`config.mk`:
```
export PLATFORM = sky130hd
export DESIGN_NAME = bbpe_ctrl
export DESIGN_NICKNAME = d
export VERILOG_FILES = /design/src/design/bbpe_pkg.sv /design/src/design/bbpe_ctrl.sv
export SDC_FILE = /design/constraint.sdc
export NUM_CORES = 1
export LEC_CHECK = 0
export BUFFER_PORTS_ARGS = -buffer_cell sky130_fd_sc_hd__buf_2
export CAP_MARGIN = 40
export CELL_PAD_IN_SITES_DETAIL_PLACEMENT = 1
export CELL_PAD_IN_SITES_GLOBAL_PLACEMENT = 2
export CORE_MARGIN = 4
export CORE_UTILIZATION = 26
export CTS_CLUSTER_SIZE = 16
export DETAILED_ROUTE_END_ITERATION = 10
export GPL_ROUTABILITY_DRIVEN = 1
export PLACE_DENSITY = 0.78
export SYNTH_ARGS = -nofsm -noshare
export SYNTH_HDL_FRONTEND = slang
export SYNTH_SLANG_ARGS = --single-unit
```
`constraint.sdc`:
```
create_clock -name clk -period 2.3 [get_ports clk]
set_clock_uncertainty 0.2 [all_clocks]
set_input_delay 0.23 -clock clk [delete_from_list [all_inputs] [get_ports clk]]
set_output_delay 0.23 -clock clk [all_outputs]
set_load 0.005 [all_outputs]
```
`src/design/bbpe_pkg.sv`:
```
// Shared types and constants of the bicubic Bezier patch evaluator.
// Depends on nothing; used by the controller, datapath and top level.
`timescale 1ns / 1ps

package bbpe_pkg;

  localparam int COORD_WIDTH_DEF     = 32;
  localparam int PARAM_FRAC_BITS_DEF = 15;

  // Control points per row and per column of the patch.
  localparam int ORDER = 4;

  localparam logic CMD_WRITE = 1'b0;
  localparam logic CMD_EVAL  = 1'b1;

  typedef enum logic [2:0] {
    S_IDLE,
    S_LOAD,
    S_RED,
    S_SAVE,
    S_LOADU,
    S_REDU,
    S_CAPT,
    S_OUT
  } bbpe_state_t;

  // Commands from the controller to the datapath.
  typedef struct packed {
    logic       store_wr;
    logic       param_ld;
    logic       row_ld;
    logic [1:0] row;
    logic       res_ld;
    logic       step;
    logic       use_u;
    logic       save;
    logic       capture;
  } bbpe_cmd_t;

endpackage

```
`src/design/bbpe_ctrl.sv`:
```
// Controller state machine: sequences row loads, reduction steps and the
// result transfer. Depends on bbpe_pkg for the state and command types.
`timescale 1ns / 1ps

module bbpe_ctrl
  import bbpe_pkg::*;
(
  input  logic      clk,
  input  logic      rst,
  input  logic      in_valid,
  input  logic      cmd,
  input  logic      out_stall,
  output logic      in_stall,
  output logic      out_valid,
  output bbpe_cmd_t cmd_bus
);

  bbpe_state_t state;
  bbpe_state_t state_next;
  logic [1:0]  row;
  logic [1:0]  lvl;
  logic        in_take;

  assign in_take = in_valid && (state == S_IDLE);

  always_comb begin
    state_next = state;
    case (state)
      S_IDLE:  if (in_take && cmd == CMD_EVAL) state_next = S_LOAD;
      S_LOAD:  state_next = S_RED;
      S_RED:   if (lvl == 2'd2) state_next = S_SAVE;
      S_SAVE:  state_next = (row == 2'd3) ? S_LOADU : S_LOAD;
      S_LOADU: state_next = S_REDU;
      S_REDU:  if (lvl == 2'd2) state_next = S_CAPT;
      S_CAPT:  state_next = S_OUT;
      S_OUT:   if (!out_stall) state_next = S_IDLE;
      default: state_next = S_IDLE;
    endcase
  end

  always_comb begin
    cmd_bus          = '0;
    cmd_bus.row      = row;
    cmd_bus.store_wr = in_take && (cmd == CMD_WRITE);
    cmd_bus.param_ld = in_take && (cmd == CMD_EVAL);
    in_stall         = (state != S_IDLE);
    out_valid        = (state == S_OUT);
    case (state)
      S_LOAD:  cmd_bus.row_ld = 1'b1;
      S_RED:   cmd_bus.step = 1'b1;
      S_SAVE:  cmd_bus.save = 1'b1;
      S_LOADU: cmd_bus.res_ld = 1'b1;
      S_REDU: begin
        cmd_bus.step  = 1'b1;
        cmd_bus.use_u = 1'b1;
      end
      S_CAPT:  cmd_bus.capture = 1'b1;
      default: cmd_bus.step = 1'b0;
    endcase
  end

  always_ff @(posedge clk) begin
    if (rst) begin
      state <= S_IDLE;
      row   <= '0;
      lvl   <= '0;
    end else begin
      state <= state_next;
      if (state == S_IDLE) begin
        row <= '0;
      end else if (state == S_SAVE) begin
        row <= row + 2'd1;
      end
      if (state == S_RED || state == S_REDU) begin
        lvl <= lvl + 2'd1;
      end else begin
        lvl <= '0;
      end
    end
  end

endmodule

```
==> impl_results.html, run 1 <==
<table>
<tr><th>Metric</th><th>Value</th></tr>
<tr><th colspan="2">GRT</th></tr>
<tr><td>Wire length of the first global-routing pass</td><td>approximately 1.8 mm</td></tr>
<tr><td>Number of antenna violations at the first check in global routing</td><td>0</td></tr>
<tr><td>Vias in the first global route</td><td>between 400 and 500</td></tr>
<tr><td>GRT Resource Usage Total</td><td>under 10%</td></tr>
<tr><td>Met3 GRT Util</td><td>approximately 3.3%</td></tr>
<tr><td>Most Crowded Layer GR</td><td>met2</td></tr>
<tr><td>Maximum number of pins on one net before global-route repair</td><td>20</td></tr>
<tr><td>GR Layer Usage met1</td><td>roughly an eighth</td></tr>
<tr><td>Global-route track usage on met2</td><td>13.88%</td></tr>
<tr><td>Global route total overflow</td><td>0</td></tr>
<tr><th colspan="2">Cells and area</th></tr>
<tr><td>NumNets Final</td><td>80</td></tr>
<tr><td>Most common cell after layout, fill and taps aside</td><td>sky130_fd_sc_hd__buf_2</td></tr>
<tr><td>Area Growth Syn to Fin</td><td>22.44%</td></tr>
<tr><td>Final instance area</td><td>about 550 um2</td></tr>
<tr><td>Leading cell types in the layout, fill and taps excluded</td><td>16 x sky130_fd_sc_hd__buf_2, 7 x sky130_fd_sc_hd__dfxtp_1, 5 x sky130_fd_sc_hd__nor3b_1, 5 x sky130_fd_sc_hd__a21oi_1</td></tr>
<tr><td>Fraction of final layout cells sized beyond drive strength 1</td><td>29.17%</td></tr>
<tr><td>Filler Cell Count</td><td>between 150 and 200</td></tr>
<tr><td>Count of inserted antenna diode cells</td><td>0</td></tr>
<tr><th colspan="2">Run</th></tr>
<tr><td>Max-cap viol count</td><td>0</td></tr>
<tr><th colspan="2">Pwr</th></tr>
<tr><td>Switching Power</td><td>roughly 74 uW</td></tr>
<tr><td>LEAKAGE</td><td>about 0.00026 uW</td></tr>
<tr><td>Clock share of power</td><td>between 30% and 40%</td></tr>
<tr><td>Switching Share</td><td>25.69%</td></tr>
<tr><td>Internal</td><td>215.2 uW</td></tr>
<tr><td>Maximum ir drop on the vdd rail</td><td>~0.33 mV</td></tr>
<tr><td>Power per standard cell area</td><td>between 500 and 600 nW/um2</td></tr>
<tr><td>Sequential cell fraction of total power</td><td>between 40% and 50%</td></tr>
<tr><td>Combinational fraction of design power</td><td>~15%</td></tr>
<tr><th colspan="2">Yosys</th></tr>
<tr><td>Distinct cell type count of the synthesized netlist</td><td>26</td></tr>
<tr><td>Synthesized Nets</td><td>63</td></tr>
<tr><td>Flops &amp; latches, synth</td><td>7</td></tr>
<tr><td>Mean cell area of the mapped netlist</td><td>8.066 um2</td></tr>
<tr><td>Number of cells produced by synthesis</td><td>between 50 and 60</td></tr>
<tr><td>Share of the yosys chip area belonging to registers</td><td>a little over 30%</td></tr>
<tr><td>Total of warnings raised by yosys</td><td>0</td></tr>
<tr><td>Mapped cell area</td><td>between 400 and 500 um2</td></tr>
<tr><th colspan="2">Placement</th></tr>
<tr><td>Dpl cell area</td><td>between 500 and 600 um2</td></tr>
<tr><td>Global placement routability congestion</td><td>0.6703</td></tr>
<tr><td>Half-perimeter wire length of the detailed placement result</td><td>about 810 um</td></tr>
<tr><td>Number of buffer cells added on primary ports</td><td>16</td></tr>
<tr><th colspan="2">Worst setup path</th></tr>
<tr><td>Depth of the most critical reg-to-reg path</td><td>3</td></tr>
<tr><td>Kind of launch point of the worst setup path</td><td>register</td></tr>
<tr><td>Crit-path max FO</td><td>17</td></tr>
<tr><td>Launch instance of the worst register-to-register path</td><td>state[1]</td></tr>
<tr><td>Crit path capture type</td><td>output port</td></tr>
<tr><td>Crit path launch</td><td>state[1]</td></tr>
<tr><td>Required time of the worst setup path</td><td>approximately 1.9 ns</td></tr>
<tr><td>Critical path class</td><td>reg2out</td></tr>
<tr><td>WP data arrival</td><td>around 1.5 ns</td></tr>
<tr><th colspan="2">CTS</th></tr>
<tr><td>TritonCTS clock tree</td><td>yes</td></tr>
<tr><td>CTS Buf Count</td><td>3</td></tr>
<tr><td>Total of cells resized after clock tree synthesis</td><td>0</td></tr>
<tr><td>Clock Latency Late Sink</td><td>0.24 ns</td></tr>
<tr><td>Number of H-tree branching levels</td><td>1</td></tr>
<tr><td>Clock tree buffer depth</td><td>2</td></tr>
<tr><td>Post-CTS Repair Setup Buffers</td><td>0</td></tr>
<tr><td>Cell at the root of the clock tree</td><td>sky130_fd_sc_hd__clkbuf_4</td></tr>
<tr><td># hold bufs at CTS</td><td>0</td></tr>
<tr><td>Clock transition at the registers of the reported paths</td><td>about 0.050 ns</td></tr>
<tr><td># clock sinks</td><td>7</td></tr>
<tr><th colspan="2">Hold path</th></tr>
<tr><td>Type of the tightest min-delay check</td><td>in2reg</td></tr>
<tr><td>Hold-critical path depth</td><td>2</td></tr>
<tr><td>Start point of the worst hold path</td><td>rst</td></tr>
<tr><th colspan="2">Drt</th></tr>
<tr><td>Final ANT Viol Nets</td><td>0</td></tr>
<tr><td>Initial detailed-routing violation count</td><td>4</td></tr>
<tr><td>Wirelength, routed</td><td>1.088 mm</td></tr>
<tr><td>Detailed-routing iteration count for the pre-antenna-repair pass</td><td>3</td></tr>
<tr><td>Routed length per instance</td><td>~12 um</td></tr>
<tr><td>Via total after detailed routing</td><td>~450</td></tr>
<tr><td>Number of remaining DRC errors</td><td>0</td></tr>
<tr><td>Per-cell via count in the routed design</td><td>around 5.1</td></tr>
<tr><th colspan="2">Timing</th></tr>
<tr><td>Count of final hold-check violations</td><td>0</td></tr>
<tr><td>Number of setup violations in the final report</td><td>0</td></tr>
<tr><td>Setup repair after global routing missed its margin</td><td>no</td></tr>
<tr><td>Ratio of final minimum period to clock period</td><td>a little over four fifths</td></tr>
<tr><td>Setup TNS</td><td>0 ns</td></tr>
<tr><td>FMAX</td><td>512.7 MHz</td></tr>
<tr><td>Slew Limit Headroom</td><td>a little over three fifths</td></tr>
<tr><td>Slew at the pin closest to its max-slew limit</td><td>between 0.5 and 0.6 ns</td></tr>
<tr><td>Fin crit period</td><td>just under 2 ns</td></tr>
<tr><td>Final count of pins violating max slew</td><td>0</td></tr>
<tr><th colspan="2">Floorplanning</th></tr>
<tr><td>Starting Density</td><td>between 20% and 30%</td></tr>
<tr><td>Boundary Pins</td><td>17</td></tr>
<tr><td>Placement row count</td><td>14</td></tr>
<tr><td>Vert. Die Dim</td><td>49.68 um</td></tr>
<tr><td>Die span in x</td><td>between 40 and 50 um</td></tr>
<tr><td>Placeable core area</td><td>1577 um2</td></tr>
<tr><td>Area enclosed by the die boundary</td><td>between 2000 and 2500 um2</td></tr>
<tr><th colspan="2">Status</th></tr>
<tr><td>Status</td><td>complete, no violations</td></tr>
</table>
critical path, cell delays in order, from the launching register on:
cell and delay (ns):
sky130_fd_sc_hd__dfxtp_1 0.67, sky130_fd_sc_hd__and3b_1 0.27, sky130_fd_sc_hd__or2_1 0.22, sky130_fd_sc_hd__buf_2 0.12
layer usage:
metal / part of all wire [%] / routed length (um)
met1: 53 / 572
met2: 43 / 468
met3: 4.4 / 48
met4: 0 / 0
met5: 0 / 0
final cells by class:
cell class	instances	area (um2)	share of cell area [%]
multi-input cells	42	275.3	49.77
flip-flops and latches	7	140.1	25.34
well taps	16	20.02	3.620
inverters	3	11.26	2.036
clock buffers	4	26.28	4.751
repair buffers	16	80.08	14.48
stage by stage:
step / hold WS (ns) / power (uW) / utilization [%] / setup slack [ns] / std cells
after floorplan: 0.09907 / 169.3 / - / 0.9962 / 56
after global placement: 0.2016 / 186.0 / 33.41 / 0.6362 / 84
after detailed placement: 0.2098 / 186.5 / 33.41 / 0.6323 / 84
after CTS: 0.02373 / 297.2 / 35.08 / 0.3421 / 88
after global routing: 0.03656 / 312.2 / 35.08 / 0.2373 / 88
final: 0.03477 / 289.6 / 35.08 / 0.3497 / 88
Yosys cell counts:
| cell type | n | area, um2 |
|---|---|---|
| sky130_fd_sc_hd__nor3b_1 | 5 | 37.54 |
| sky130_fd_sc_hd__nand4b_1 | 2 | 17.52 |
| sky130_fd_sc_hd__nor3_2 | 1 | 10.01 |
| sky130_fd_sc_hd__inv_1 | 2 | 7.510 |
| sky130_fd_sc_hd__and3b_1 | 1 | 8.760 |
| sky130_fd_sc_hd__o211ai_1 | 1 | 7.510 |
| sky130_fd_sc_hd__buf_4 | 2 | 15.01 |
| sky130_fd_sc_hd__nand3b_1 | 2 | 15.01 |
| sky130_fd_sc_hd__ha_1 | 2 | 25.02 |
| sky130_fd_sc_hd__dfxtp_1 | 7 | 140.1 |
| sky130_fd_sc_hd__a211oi_1 | 1 | 7.510 |
| sky130_fd_sc_hd__o31a_1 | 1 | 8.760 |
| sky130_fd_sc_hd__nor2b_1 | 2 | 12.51 |
| sky130_fd_sc_hd__nor2_1 | 4 | 15.01 |
| sky130_fd_sc_hd__a21o_1 | 1 | 7.510 |
| sky130_fd_sc_hd__and3_1 | 2 | 12.51 |
| sky130_fd_sc_hd__a21oi_1 | 5 | 25.02 |
| sky130_fd_sc_hd__nand2b_1 | 2 | 12.51 |
| sky130_fd_sc_hd__nor3_1 | 1 | 5.000 |
| sky130_fd_sc_hd__inv_2 | 1 | 3.750 |
| sky130_fd_sc_hd__a31oi_1 | 1 | 6.260 |
| sky130_fd_sc_hd__o21ai_1 | 4 | 20.02 |
| sky130_fd_sc_hd__or2_1 | 1 | 6.260 |
| sky130_fd_sc_hd__buf_2 | 2 | 10.01 |
| sky130_fd_sc_hd__nand2_1 | 2 | 7.510 |
| sky130_fd_sc_hd__o21bai_1 | 1 | 7.510 |
state kept, by name, summed over array words and instances (netlist names):
name,flops
lvl,2
row,2
state,3
kinds of logic (layout without fill, tap and decap cells):
group / after synthesis / after routing / share of synthesized area [%]
simple gates: 25 / 25 / 35.46
compound gates: 15 / 15 / 19.95
fa+ha+maj: 2 / 2 / 5.539
flops: 7 / 7 / 31.02
buf+inv: 7 / 23 / 8.032
final timing paths:
kind           endpoint  slack (ns)
max reg2reg      lvl[1]        0.80
max          cmd_bus[3]        0.35
min reg2reg      lvl[0]        0.21
min              row[0]        0.03
power groups by stage:
stage	combinational, uW	clock, uW	sequential (uW)
finish	43.3	106	141
global route	49.9	120	142
CTS	44.1	113	140
detailed placement	43.8	0	143
global placement	43.3	0	143
floorplan	35.7	0	134
(Power assumes the default switching activity.)
==> run 2: changes to the inputs <==
- ABC_AREA: not set -> 1
- CORE_UTILIZATION: 26 -> 23
- PLACE_DENSITY: 0.78 -> 0.73
- clock period: 2.3 -> 1.8 ns (I/O delays scaled with it)
==> run 2 against run 1 <==
Critical path depth rose by 3. Worst setup slack got worse by 0.24 ns. Via count rose by 3.1%. Total power rose by 130%. Critical endpoint is now cmd_bus[9]. Non-clock buffer count rose by 1. Wire length rose by 3.1%. Critical path type unchanged. Synthesized cell count rose by 11%. Largest cell class unchanged. Highest routed layer unchanged.
==> impl_results.html, run 2 <==
<table>
<tr><th>Metric</th><th>Value</th></tr>
<tr><th colspan="2">GRT</th></tr>
<tr><td>Vias in the first global route</td><td>~450</td></tr>
<tr><td>Global route total overflow</td><td>0</td></tr>
<tr><td>Maximum number of pins on one net before global-route repair</td><td>9</td></tr>
<tr><td>GRT Resource Usage Total</td><td>9.010%</td></tr>
<tr><td>Number of antenna violations at the first check in global routing</td><td>0</td></tr>
<tr><td>Wire length of the first global-routing pass</td><td>~1.8 mm</td></tr>
<tr><th colspan="2">Floorplanning</th></tr>
<tr><td>Boundary Pins</td><td>17</td></tr>
<tr><td>Placeable core area</td><td>about 1800 um2</td></tr>
<tr><td>Starting Density</td><td>roughly 25%</td></tr>
<tr><td>Placement row count</td><td>15</td></tr>
<tr><td>Die span in x</td><td>about 52 um</td></tr>
<tr><td>Area enclosed by the die boundary</td><td>2731 um2</td></tr>
<tr><td>Vert. Die Dim</td><td>between 50 and 60 um</td></tr>
<tr><th colspan="2">Yosys</th></tr>
<tr><td>Mean cell area of the mapped netlist</td><td>roughly 7.3 um2</td></tr>
<tr><td>Cell with the most instances after synthesis</td><td>sky130_fd_sc_hd__nand2_1</td></tr>
<tr><td>Distinct cell type count of the synthesized netlist</td><td>21</td></tr>
<tr><td>Commonest cells post-synth</td><td>11 x sky130_fd_sc_hd__nand2_1, 8 x sky130_fd_sc_hd__inv_1, 7 x sky130_fd_sc_hd__dfxtp_1, 6 x sky130_fd_sc_hd__nor2_1, 4 x sky130_fd_sc_hd__nor3_1</td></tr>
<tr><td>Dominant synthesized flop cell</td><td>sky130_fd_sc_hd__dfxtp_1</td></tr>
<tr><td>Share of flip-flops with an asynchronous set or reset after synthesis</td><td>0%</td></tr>
<tr><td>Fraction of post-synthesis cell area in the top cell type by area</td><td>a little under a third</td></tr>
<tr><td>Dominant cells by area after synthesis</td><td>sky130_fd_sc_hd__dfxtp_1 31%, sky130_fd_sc_hd__nand2_1 9.2%, sky130_fd_sc_hd__inv_1 6.7%, sky130_fd_sc_hd__ha_1 5.6%, sky130_fd_sc_hd__nand2_4 5.0%</td></tr>
<tr><td>Number of flops mapped to enable cells by yosys</td><td>0</td></tr>
<tr><td>Share of the yosys chip area belonging to registers</td><td>a little under a third</td></tr>
<tr><td>Synthesized Nets</td><td>69</td></tr>
<tr><td>Mapped cell area</td><td>between 400 and 500 um2</td></tr>
<tr><td>Flops &amp; latches, synth</td><td>7</td></tr>
<tr><td>Total of warnings raised by yosys</td><td>0</td></tr>
<tr><td>Leading area contributor after synthesis</td><td>sky130_fd_sc_hd__dfxtp_1</td></tr>
<tr><td>Number of cells produced by synthesis</td><td>62</td></tr>
<tr><th colspan="2">Cells and area</th></tr>
<tr><td>Non-filler instance count after layout</td><td>107</td></tr>
<tr><td>Footprint of the flip-flops and latches</td><td>around 140 um2</td></tr>
<tr><td>Register with the most flip-flops</td><td>state</td></tr>
<tr><td>Filler Cell Count</td><td>about 230</td></tr>
<tr><td>Combined area of the multi-input logic cells</td><td>between 200 and 300 um2</td></tr>
<tr><td>Core Util, Final</td><td>33.33%</td></tr>
<tr><td>Fraction of final layout cells sized beyond drive strength 1</td><td>approximately two fifths</td></tr>
<tr><td>Registers with the most flip-flops</td><td>state: 3 flops, lvl: 2 flops, row: 2 flops</td></tr>
<tr><td>Area Growth Syn to Fin</td><td>31.94%</td></tr>
<tr><td>Most common cell after layout, fill and taps aside</td><td>sky130_fd_sc_hd__buf_2</td></tr>
<tr><td>Flip-flop count of the largest register, all copies and words added</td><td>3</td></tr>
<tr><td>NumNets Final</td><td>90</td></tr>
<tr><td>Leading cell types in the layout, fill and taps excluded</td><td>16 x sky130_fd_sc_hd__buf_2, 11 x sky130_fd_sc_hd__nand2_1, 8 x sky130_fd_sc_hd__inv_1</td></tr>
<tr><td>Count of inserted antenna diode cells</td><td>0</td></tr>
<tr><td>Final instance area</td><td>slightly below 600 um2</td></tr>
<tr><th colspan="2">Worst setup path</th></tr>
<tr><td>Crit path capture type</td><td>output port</td></tr>
<tr><td>Critical path class</td><td>reg2out</td></tr>
<tr><td>WP data arrival</td><td>1.31 ns</td></tr>
<tr><td>Crit-path max FO</td><td>6</td></tr>
<tr><td>Kind of launch point of the worst setup path</td><td>register</td></tr>
<tr><td>Required time of the worst setup path</td><td>around 1.4 ns</td></tr>
<tr><th colspan="2">Pwr</th></tr>
<tr><td>Clock share of power</td><td>approximately 22%</td></tr>
<tr><td>Internal</td><td>381.7 uW</td></tr>
<tr><td>Switching Power</td><td>277.0 uW</td></tr>
<tr><td>Power per standard cell area</td><td>about 1100 nW/um2</td></tr>
<tr><td>Sequential cell fraction of total power</td><td>about 32%</td></tr>
<tr><td>Maximum ir drop on the vdd rail</td><td>roughly 0.47 mV</td></tr>
<tr><td>Switching Share</td><td>a little over two fifths</td></tr>
<tr><td>Combinational fraction of design power</td><td>between 40% and 50%</td></tr>
<tr><td>LEAKAGE</td><td>0.0003104 uW</td></tr>
<tr><th colspan="2">Drt</th></tr>
<tr><td>Wirelength, routed</td><td>between 1 and 1.5 mm</td></tr>
<tr><td>Via total after detailed routing</td><td>459</td></tr>
<tr><td>Detailed-routing iteration count for the pre-antenna-repair pass</td><td>1</td></tr>
<tr><td>Final ANT Viol Nets</td><td>0</td></tr>
<tr><td>Per-cell via count in the routed design</td><td>around 4.3</td></tr>
<tr><td>Initial detailed-routing violation count</td><td>0</td></tr>
<tr><td>Number of remaining DRC errors</td><td>0</td></tr>
<tr><td>Routed length per instance</td><td>10.49 um</td></tr>
<tr><th colspan="2">CTS</th></tr>
<tr><td>Cell at the root of the clock tree</td><td>sky130_fd_sc_hd__clkbuf_4</td></tr>
<tr><td>Number of H-tree branching levels</td><td>1</td></tr>
<tr><td>Clock tree buffer depth</td><td>2</td></tr>
<tr><td>Clock Latency Late Sink</td><td>between 0.2 and 0.3 ns</td></tr>
<tr><td>TritonCTS clock tree</td><td>yes</td></tr>
<tr><td>CTS Buf Count</td><td>3</td></tr>
<tr><td># clock sinks</td><td>7</td></tr>
<tr><td>Post-CTS Repair Setup Buffers</td><td>0</td></tr>
<tr><td>Clock transition at the registers of the reported paths</td><td>roughly 0.060 ns</td></tr>
<tr><th colspan="2">Timing</th></tr>
<tr><td>Smallest hold slack</td><td>around 0.095 ns</td></tr>
<tr><td>Final count of pins violating max slew</td><td>0</td></tr>
<tr><td>Slew Limit Headroom</td><td>roughly three quarters</td></tr>
<tr><td>Fin crit period</td><td>1.694 ns</td></tr>
<tr><td>Ratio of final minimum period to clock period</td><td>94.14%</td></tr>
<tr><td>FMAX</td><td>~600 MHz</td></tr>
<tr><td>Number of setup violations in the final report</td><td>0</td></tr>
<tr><td>Final setup margin</td><td>0.1055 ns</td></tr>
<tr><td>Slew at the pin closest to its max-slew limit</td><td>0.3908 ns</td></tr>
<tr><td>Count of final hold-check violations</td><td>0</td></tr>
<tr><th colspan="2">Placement</th></tr>
<tr><td>Setup Slack @ Placement</td><td>between 0.2 and 0.3 ns</td></tr>
<tr><td>Half-perimeter wire length of the detailed placement result</td><td>~920 um</td></tr>
<tr><td>Dpl cell area</td><td>around 550 um2</td></tr>
<tr><td>Number of buffer cells added on primary ports</td><td>16</td></tr>
<tr><td>Count of placed standard cells including taps</td><td>~100</td></tr>
<tr><td>Global placement routability congestion</td><td>0.7022</td></tr>
<tr><th colspan="2">Status</th></tr>
<tr><td>Status</td><td>complete, no violations</td></tr>
<tr><th colspan="2">Run</th></tr>
<tr><td>Max-cap viol count</td><td>0</td></tr>
<tr><th colspan="2">Hold path</th></tr>
<tr><td>Type of the tightest min-delay check</td><td>in2reg</td></tr>
</table>
run 2: cell families (layout without fill, tap and decap cells):
family | after synthesis | count (layout) | synth area share (%)
DFF | 7 | 7 | 31.11
buffers and inverters | 11 | 31 | 11.94
and+or+nand+nor | 35 | 35 | 41.94
adders and majority gates | 2 | 2 | 5.555
xor gates and xnor gates | 1 | 1 | 1.945
AOI/OAI and AO/OA | 6 | 6 | 7.499
run 2: worst max-delay path, stage by stage (launching register included):
cell,delay [ns]
sky130_fd_sc_hd__dfxtp_1,0.36
sky130_fd_sc_hd__inv_1,0.12
sky130_fd_sc_hd__nand2_1,0.10
sky130_fd_sc_hd__nor2_2,0.12
sky130_fd_sc_hd__inv_1,0.10
sky130_fd_sc_hd__nor3_1,0.13
sky130_fd_sc_hd__buf_2,0.14
run 2: path summary, 6_finish.rpt:
kind | cells after the start | slack [ns] | from | end
setup / recovery | 6 | 0.11 | state[0] | cmd_bus[9]
hold / removal | 4 | 0.09 | out_stall | state[0]
setup reg to reg | 7 | 0.27 | state[2] | state[1]
hold reg to reg | 1 | 0.21 | lvl[0] | lvl[0]
run 2: routing by layer:
| layer | global-route usage [%] | vias up | wire (um) |
|---|---|---|---|
| met5 | 0 | - | 0 |
| met4 | 2.553 | 0 | 0 |
| met3 | 4.558 | 0 | 71 |
| met2 | 14.85 | 11 | 538 |
| met1 | 10.15 | 208 | 512 |
| li1 | - | 240 | - |
run 2: layout make-up:
type | count | share of cell area (%)
clock buffer | 4 | 4.421
inverter | 10 | 7.158
multi-input combinational | 44 | 44.42
sequential | 7 | 23.58
tap | 25 | 5.263
timing repair buffer | 17 | 15.16
run 2: power groups by stage:
stage	clock network [uW]	registers, uW	logic (uW)
global placement	0	214	293
detailed placement	0	217	293
floorplan	0	209	209
global route	166	217	342
CTS	152	213	298
finish	147	214	298
run 2: repair_timing:
| item | 4_1_cts | 5_1_grt |
|---|---|---|
| resized for setup | 0 | 2 |
| setup endpoints to repair | 0 | 2 |
| hold buffers | 1 | 0 |
| hold endpoints to repair | 2 | 0 |
run 2: metrics by stage:
step,power [uW],setup TNS (ns)
3_5_place_dp,509.5,0
4_1_cts,663.5,0
2_1_floorplan,417.8,0
5_1_grt,724.7,-0.02811
3_3_place_gp,507.5,0
6_report,658.7,0
